==> src/hw/rtl/ofrb_pkg.sv <==
// Shared types and constants for the output frame ring buffer.
package ofrb_pkg;

   localparam int unsigned BYTE_W  = 8;
   localparam int unsigned FRAME_W = 11;
   localparam int unsigned COUNT_W = 8;
   localparam int unsigned SIZE_W  = 10;

   localparam logic [BYTE_W-1:0] RING_SIZE_RESET = 8'd255;
   localparam logic [SIZE_W-1:0] MIN_SIZE        = 10'd2;
   localparam logic [SIZE_W-1:0] FULL_MARGIN     = 10'd3;

   typedef enum logic [1:0] {
      OP_PUSH  = 2'd0,
      OP_POP   = 2'd1,
      OP_CLEAR = 2'd2,
      OP_POST  = 2'd3
   } opcode_type;

   typedef struct packed {
      opcode_type           opcode;
      logic [BYTE_W-1:0]    data_byte;
      logic [FRAME_W-1:0]   frame_in;
   } req_type;

   typedef struct packed {
      logic                 success;
      logic [FRAME_W-1:0]   read_value;
      logic [COUNT_W-1:0]   fill_count;
      logic                 full_flag;
      logic                 has_data;
   } rsp_type;

   typedef struct packed {
      logic                 success;
      logic                 use_byte;
      logic [FRAME_W-1:0]   frame_value;
      logic [COUNT_W-1:0]   fill_count;
      logic                 full_flag;
      logic                 has_data;
   } step_type;

endpackage

==> src/hw/rtl/ofrb_mem.sv <==
// Byte store of the ring: one write port, one registered read port.
module ofrb_mem
   import ofrb_pkg::*;
#(
   parameter int unsigned DEPTH  = 256,
   parameter int unsigned ADDR_W = 8
) (
   input  logic              clock,
   input  logic              wr_en,
   input  logic [ADDR_W-1:0] wr_addr,
   input  logic [BYTE_W-1:0] wr_data,
   input  logic              rd_en,
   input  logic [ADDR_W-1:0] rd_addr,
   output logic [BYTE_W-1:0] rd_data
);

   logic [BYTE_W-1:0] store_ff [DEPTH];
   logic [BYTE_W-1:0] rd_data_ff;

   always_ff @(posedge clock) begin
      if (wr_en) begin
         store_ff[wr_addr] <= wr_data;
      end
      if (rd_en) begin
         rd_data_ff <= store_ff[rd_addr];
      end
   end

   assign rd_data = rd_data_ff;

endmodule

==> src/hw/rtl/ofrb_ctrl.sv <==
// Ring pointers, control frame slot, size register and per-request status.
module ofrb_ctrl
   import ofrb_pkg::*;
#(
   parameter int unsigned DEPTH  = 256,
   parameter int unsigned ADDR_W = 8
) (
   input  logic              clock,
   input  logic              reset,
   input  logic              accept,
   input  req_type           req,
   input  logic              csr_write,
   input  logic [7:0]        csr_data,
   output logic              wr_en,
   output logic [ADDR_W-1:0] wr_addr,
   output logic [BYTE_W-1:0] wr_data,
   output logic              rd_en,
   output logic [ADDR_W-1:0] rd_addr,
   output step_type          step
);

   localparam logic [SIZE_W-1:0] MAX_SIZE = SIZE_W'(DEPTH);

   logic [7:0]         ring_size_ff;
   logic [ADDR_W-1:0]  wr_idx_ff, wr_idx_in;
   logic [ADDR_W-1:0]  rd_idx_ff, rd_idx_in;
   logic               pend_ff, pend_in;
   logic [FRAME_W-1:0] frame_ff, frame_in;

   logic [SIZE_W-1:0]  size_raw;
   logic [SIZE_W-1:0]  eff_size;
   logic [SIZE_W-1:0]  wr_next_w;
   logic [SIZE_W-1:0]  rd_next_w;
   logic [ADDR_W-1:0]  wr_next;
   logic [ADDR_W-1:0]  rd_next;
   logic [SIZE_W-1:0]  count_w;

   assign size_raw = SIZE_W'(ring_size_ff);

   always_comb begin
      if (size_raw < MIN_SIZE) begin
         eff_size = MIN_SIZE;
      end else if (size_raw > MAX_SIZE) begin
         eff_size = MAX_SIZE;
      end else begin
         eff_size = size_raw;
      end
   end

   assign wr_next_w = SIZE_W'(wr_idx_ff) + SIZE_W'(1);
   assign rd_next_w = SIZE_W'(rd_idx_ff) + SIZE_W'(1);
   assign wr_next   = (wr_next_w >= eff_size) ? '0 : wr_next_w[ADDR_W-1:0];
   assign rd_next   = (rd_next_w >= eff_size) ? '0 : rd_next_w[ADDR_W-1:0];

   always_comb begin
      wr_idx_in        = wr_idx_ff;
      rd_idx_in        = rd_idx_ff;
      pend_in          = pend_ff;
      frame_in         = frame_ff;
      wr_en            = 1'b0;
      rd_en            = 1'b0;
      step.success     = 1'b0;
      step.use_byte    = 1'b0;
      step.frame_value = '0;
      case (req.opcode)
         OP_PUSH: begin
            if (wr_next != rd_idx_ff) begin
               wr_en        = accept;
               wr_idx_in    = wr_next;
               step.success = 1'b1;
            end
         end
         OP_POP: begin
            if (wr_idx_ff != rd_idx_ff) begin
               rd_en         = accept;
               rd_idx_in     = rd_next;
               step.success  = 1'b1;
               step.use_byte = 1'b1;
            end else if (pend_ff) begin
               step.frame_value = frame_ff;
               pend_in          = 1'b0;
               frame_in         = '0;
               step.success     = 1'b1;
            end
         end
         OP_CLEAR: begin
            rd_idx_in = wr_idx_ff;
         end
         OP_POST: begin
            if (!pend_ff) begin
               pend_in      = 1'b1;
               frame_in     = req.frame_in;
               step.success = 1'b1;
            end
         end
         default: begin
            rd_idx_in = rd_idx_ff;
         end
      endcase
      if (wr_idx_in >= rd_idx_in) begin
         count_w = SIZE_W'(wr_idx_in) - SIZE_W'(rd_idx_in);
      end else begin
         count_w = SIZE_W'(wr_idx_in) + eff_size - SIZE_W'(rd_idx_in);
      end
      step.fill_count = count_w[COUNT_W-1:0];
      step.full_flag  = (eff_size <= count_w + FULL_MARGIN);
      step.has_data   = (count_w != '0) || pend_in;
   end

   assign wr_addr = wr_idx_ff;
   assign wr_data = req.data_byte;
   assign rd_addr = rd_idx_ff;

   always_ff @(posedge clock) begin
      if (reset) begin
         ring_size_ff <= RING_SIZE_RESET;
         wr_idx_ff    <= '0;
         rd_idx_ff    <= '0;
         pend_ff      <= 1'b0;
         frame_ff     <= '0;
      end else if (csr_write) begin
         ring_size_ff <= csr_data;
         wr_idx_ff    <= '0;
         rd_idx_ff    <= '0;
      end else if (accept) begin
         wr_idx_ff <= wr_idx_in;
         rd_idx_ff <= rd_idx_in;
         pend_ff   <= pend_in;
         frame_ff  <= frame_in;
      end
   end

endmodule

==> src/hw/rtl/ofrb_out.sv <==
// Status stage and result register with backpressure.
module ofrb_out
   import ofrb_pkg::*;
(
   input  logic              clock,
   input  logic              reset,
   input  logic              accept,
   input  step_type          step,
   input  logic [BYTE_W-1:0] mem_data,
   output logic              in_ready,
   output logic              rsp_valid,
   input  logic              rsp_ready,
   output rsp_type           rsp_payload
);

   logic     stage_valid_ff;
   step_type stage_ff;
   logic     rsp_valid_ff;
   rsp_type  rsp_ff, rsp_in;
   logic     move;

   assign move     = !rsp_valid_ff || rsp_ready;
   assign in_ready = !stage_valid_ff || move;

   always_comb begin
      rsp_in.success    = stage_ff.success;
      rsp_in.read_value = stage_ff.use_byte ? FRAME_W'(mem_data) : stage_ff.frame_value;
      rsp_in.fill_count = stage_ff.fill_count;
      rsp_in.full_flag  = stage_ff.full_flag;
      rsp_in.has_data   = stage_ff.has_data;
   end

   always_ff @(posedge clock) begin
      if (reset) begin
         stage_valid_ff <= 1'b0;
         rsp_valid_ff   <= 1'b0;
      end else begin
         if (in_ready) begin
            stage_valid_ff <= accept;
         end
         if (move) begin
            rsp_valid_ff <= stage_valid_ff;
         end
      end
   end

   always_ff @(posedge clock) begin
      if (accept) begin
         stage_ff <= step;
      end
      if (move && stage_valid_ff) begin
         rsp_ff <= rsp_in;
      end
   end

   assign rsp_valid   = rsp_valid_ff;
   assign rsp_payload = rsp_ff;

endmodule

==> src/hw/rtl/output_frame_ring_buffer.sv <==
// Output frame ring buffer top level.
//
// Requests arrive on req_valid/req_ready with a req_type payload: push a byte,
// pop, clear the ring or post a control frame. Each request gives exactly one
// response on rsp_valid/rsp_ready with success, the popped byte or frame, the
// fill count and the full and data-available flags.
// The csr channel writes the ring size; a write also empties the ring and
// keeps any pending frame. It is ready in any cycle that accepts no request.
// Throughput is one request per cycle while the receiver keeps rsp_ready
// high: pointers and the frame slot update at the request edge, the byte
// store read is registered in the status stage and the result register
// follows it.
// Reset empties the ring, drops any pending frame and sets the size to 255.
// When the receiver stalls the result register holds, the status stage fills,
// and req_ready falls until rsp_ready returns.
module output_frame_ring_buffer
   import ofrb_pkg::*;
#(
   parameter int unsigned RING_DEPTH = 256
) (
   input  logic       clock,
   input  logic       reset,
   input  logic       req_valid,
   output logic       req_ready,
   input  req_type    req_payload,
   output logic       rsp_valid,
   input  logic       rsp_ready,
   output rsp_type    rsp_payload,
   input  logic       csr_valid,
   output logic       csr_ready,
   input  logic [7:0] csr_data
);

   localparam int unsigned ADDR_W = $clog2(RING_DEPTH);

   logic              accept;
   logic              csr_write;
   logic              wr_en;
   logic [ADDR_W-1:0] wr_addr;
   logic [BYTE_W-1:0] wr_data;
   logic              rd_en;
   logic [ADDR_W-1:0] rd_addr;
   logic [BYTE_W-1:0] rd_data;
   step_type          step;

   assign accept    = req_valid && req_ready;
   assign csr_ready = !accept;
   assign csr_write = csr_valid && csr_ready;

   ofrb_ctrl #(
      .DEPTH  (RING_DEPTH),
      .ADDR_W (ADDR_W)
   ) u_ctrl (
      .clock     (clock),
      .reset     (reset),
      .accept    (accept),
      .req       (req_payload),
      .csr_write (csr_write),
      .csr_data  (csr_data),
      .wr_en     (wr_en),
      .wr_addr   (wr_addr),
      .wr_data   (wr_data),
      .rd_en     (rd_en),
      .rd_addr   (rd_addr),
      .step      (step)
   );

   ofrb_mem #(
      .DEPTH  (RING_DEPTH),
      .ADDR_W (ADDR_W)
   ) u_mem (
      .clock   (clock),
      .wr_en   (wr_en),
      .wr_addr (wr_addr),
      .wr_data (wr_data),
      .rd_en   (rd_en),
      .rd_addr (rd_addr),
      .rd_data (rd_data)
   );

   ofrb_out u_out (
      .clock       (clock),
      .reset       (reset),
      .accept      (accept),
      .step        (step),
      .mem_data    (rd_data),
      .in_ready    (req_ready),
      .rsp_valid   (rsp_valid),
      .rsp_ready   (rsp_ready),
      .rsp_payload (rsp_payload)
   );

endmodule

==> config.mk <==
export PLATFORM = sky130hd
export DESIGN_NAME = output_frame_ring_buffer
export DESIGN_NICKNAME = d
export VERILOG_FILES = /design/src/hw/rtl/ofrb_pkg.sv /design/src/hw/rtl/ofrb_mem.sv /design/src/hw/rtl/ofrb_ctrl.sv /design/src/hw/rtl/ofrb_out.sv /design/src/hw/rtl/output_frame_ring_buffer.sv
export SDC_FILE = /design/constraint.sdc
export NUM_CORES = 2
export LEC_CHECK = 0
export ABC_AREA = 1
export BUFFER_PORTS_ARGS = -buffer_cell sky130_fd_sc_hd__buf_2
export CAP_MARGIN = 20
export CELL_PAD_IN_SITES_DETAIL_PLACEMENT = 1
export CELL_PAD_IN_SITES_GLOBAL_PLACEMENT = 2
export CORE_UTILIZATION = 45
export CTS_BUF_LIST = sky130_fd_sc_hd__clkbuf_16
export CTS_CLUSTER_DIAMETER = 60
export DETAILED_ROUTE_END_ITERATION = 10
export PLACE_DENSITY = 0.76
export SYNTH_ARGS = -nofsm -noshare
export SYNTH_HDL_FRONTEND = slang
export SYNTH_SLANG_ARGS = --single-unit
==> constraint.sdc <==
create_clock -name clock -period 10.3 [get_ports clock]
set_input_delay 0.515 -clock clock [delete_from_list [all_inputs] [get_ports clock]]
set_output_delay 0.515 -clock clock [all_outputs]
set_load 0.05 [all_outputs]
==> impl_metrics.env <==
export IMPL_yosysTopAreaCell="edfxtp_1"
export IMPL_fill_cells=18800
export IMPL_grt_first_pass_wirelength_mm=386
export IMPL_cts_resized=0
export IMPL_antenna_found_initial=9
export IMPL_worst_slack_ps=1760
export IMPL_cp_end_kind="flip-flop"
export IMPL_dp_slack_ps=1670
export IMPL_cts_root_buf="clkbuf_16"
export IMPL_grt_pass1_vias=56800
export IMPL_synth_top_area_frac=0.727
export IMPL_critPathRequiredTime_ps=10920
export IMPL_drt_antenna_violating_nets=0
export IMPL_grt_setup_unrepaired="false"
export IMPL_ys_seq_area_frac=0.736
export IMPL_cts_hold_buffers=22
export IMPL_relSlewSlack=0.277
export IMPL_critPathMaxStageDelay_ps=760
export IMPL_h_tree_depth=4
export IMPL_p_per_area_nw_per_um2=199
export IMPL_cts_tree="yes"
export IMPL_wl_met2_mm=127
export IMPL_seq_area_um2=63900
export IMPL_path_class="reg -> reg"
export IMPL_status="finished, final reports clean"
export IMPL_min_period_over_period=0.829
export IMPL_grt_total_usage=0.269
export IMPL_synth_area_leaders="edfxtp_1 (73%), o21ai_0 (6.0%), nor2_1 (5.7%)"
export IMPL_area_growth_pct=11.1
export IMPL_worst_pin_slew_ps=1080
export IMPL_dp_hpwl_mm=144
export IMPL_core_um2=191000
export IMPL_syn_instance_count=6646
export IMPL_ios=59
export IMPL_grt_ovfl_total=0
export IMPL_via_per_inst=6.08
export IMPL_wl_met1_mm=113
export IMPL_multiInputGateArea_um2=20500
export IMPL_rows=160
export IMPL_syn_cell_area_um2=86800
export IMPL_startpoint_type="flip-flop"
export IMPL_fin_nets=6605
export IMPL_chipWidth_um=441
export IMPL_wl_met3_mm=15.4
export IMPL_cp_max_fo=17
export IMPL_hp_class="in -> reg"
export IMPL_clock_latency_ps=880
export IMPL_yosysUniqueCellTypes=48
export IMPL_cap_violations=0
export IMPL_r2r_slack_ps=1760
export IMPL_finalSetupTns_ps=0
export IMPL_grt_max_degree=195
export IMPL_power_leakage_nw=30.7
export IMPL_arrival_ps=9160
export IMPL_drive_gt1_frac=0.0739
export IMPL_post_route_min_period_ps=8540
export IMPL_cp_common_cell="nand2_1"
export IMPL_ys_seq_elements=2139
export IMPL_synth_warnings=0
export IMPL_irDropWorstVdd_mv=0.178
export IMPL_worst_setup_hold_path_clk_slew_ps=60
export IMPL_vias=56000
export IMPL_cts_buffer_depth=3
export IMPL_portBuffers=58
export IMPL_drc_errors=0
export IMPL_wl_per_cell_um=28.6
export IMPL_clock_sinks=2139
export IMPL_cts_buffers=222
export IMPL_critical_path_slowest_cell="o21ai_0"
export IMPL_dr_pass1_iters=5
export IMPL_finClkSkew_ps=36.0
export IMPL_gp_routability_congestion=0.819
export IMPL_synth_fp_nets=6741
export IMPL_fmax_ghz=0.117
export IMPL_die_h_um=441
export IMPL_slew_violations=0
export IMPL_hold_viol_final=0
export IMPL_whs_ps=118
export IMPL_cts_post_setup_buffers_inserted=0
export IMPL_top_layer_used="met5"
export IMPL_die_area_um2=195000
export IMPL_drt_iter0_drc=4868
export IMPL_initial_utilization=0.455
export IMPL_finalWirelength_mm=263
export IMPL_syn_avg_cell_area_um2=13.1
export IMPL_setup_viol=0
## critical path: cells and delay by family, from the launching register on
| family | cells | cell delay [ps] |
|---|---|---|
| compound gates | 6 | 1990 |
| fa+ha+maj | 5 | 1510 |
| xor+xnor | 2 | 400 |
| simple gates | 21 | 3430 |
| buf+inv | 5 | 410 |
| flops | 1 | 530 |
## state kept, by name (all words and copies together) (netlist names)
name                  flops
u_out.stage_ff           12
u_mem.rd_data             8
u_out.stage_valid_ff      1
u_ctrl.rd_addr            8
u_out.rsp_in             11
u_out.rsp_valid           1
u_ctrl.ring_size_ff       8
u_ctrl.wr_addr            8
u_ctrl.pend_ff            1
u_ctrl.frame_ff          11
u_out.rsp_payload        22
u_mem.store_ff         2048
## synthesized netlist by cell type, drive strengths merged
cell type  instances
inv              124
o21bai             2
a221oi             8
fa                 9
buf               45
nand4             26
o221ai           264
a21o               1
nand2            196
a21boi             3
o31ai              1
or2                3
a21oi             44
mux2               8
o211ai           255
o22ai            248
and2               1
a31oi              1
mux2i             24
a211oi            11
o21a               1
nor4               2
clkinv             2
ha                52
nand3b             3
xor2              17
o21ai           1040
clkbuf           468
nand3            297
nor3              13
xnor2              6
edfxtp          2101
o211a              1
a211o              1
o32ai              1
dfxtp             38
nor2            1329
## cell families after synthesis
group,count (synthesis),share of synthesized area
buf+inv,639,0.0290
xor+xnor,23,0.00232
flops,2139,0.736
compound gates,1882,0.132
mux,32,0.00381
simple gates,1870,0.0877
fa+ha+maj,61,0.00957
## power by group
group / internal [mW] / leakage (nW) / switching (mW)
clock network: 4.33 / 3.64 / 3.43
registers: 9.61 / 19.2 / 0.0480
logic: 0.478 / 7.88 / 1.30
## area by class of cell
cell class                      instances  share of cell area
Multi-Input combinational cell       3868               0.213
Inverter                              126             0.00523
Clock inverter                        192              0.0150
Antenna cell                            4            0.000104
Clock buffer                          223              0.0579
Timing Repair Buffer                  153              0.0138
Tap cell                             2511              0.0326
Sequential cell                      2139               0.663
## worst paths after layout
kind,from,to,cells past startpoint
setup / recovery,u_ctrl.wr_addr[0],u_out.rsp_in[1],39
hold / removal,req_payload[17],u_mem.store_ff[16][6],1
setup reg to reg,u_ctrl.wr_addr[0],u_out.rsp_in[1],39
hold reg to reg,u_out.rsp_in[21],u_out.rsp_payload[21],0
## cells in the final DEF (no fill, tap or decap), types with 22 or more instances in the layout
master / count
edfxtp_1: 2101
nor2_1: 1324
o21ai_0: 1040
nand3_1: 289
o221ai_1: 264
o211ai_1: 255
o22ai_1: 248
clkbuf_16: 223
nand2_1: 176
inv_1: 165
clkinv_1: 63
buf_4: 58
ha_1: 52
buf_2: 50
clkinv_2: 48
a21oi_1: 43
dfxtp_1: 32
nand4_1: 26
mux2i_1: 24
dlygate4sd3_1: 22
## through the flow
stage          instances  instance area, um^2   util  total power [mW]
2_1_floorplan       6646                86800      -              10.9
3_3_place_gp        8774                89100  0.467              11.6
3_5_place_dp        8775                89100  0.467              11.6
4_1_cts             9212                96400  0.505              19.3
5_1_grt             9215                96400  0.505              19.8
6_report            9216                96400  0.505              19.2
## layer usage
| metal | global-route usage | up-vias |
|---|---|---|
| li1 | - | 24900 |
| met1 | 0.376 | 29000 |
| met2 | 0.439 | 1723 |
| met3 | 0.0357 | 395 |
| met4 | 0.0787 | 2 |
| met5 | 0 | - |
Power figures use the tool's default switching activity.
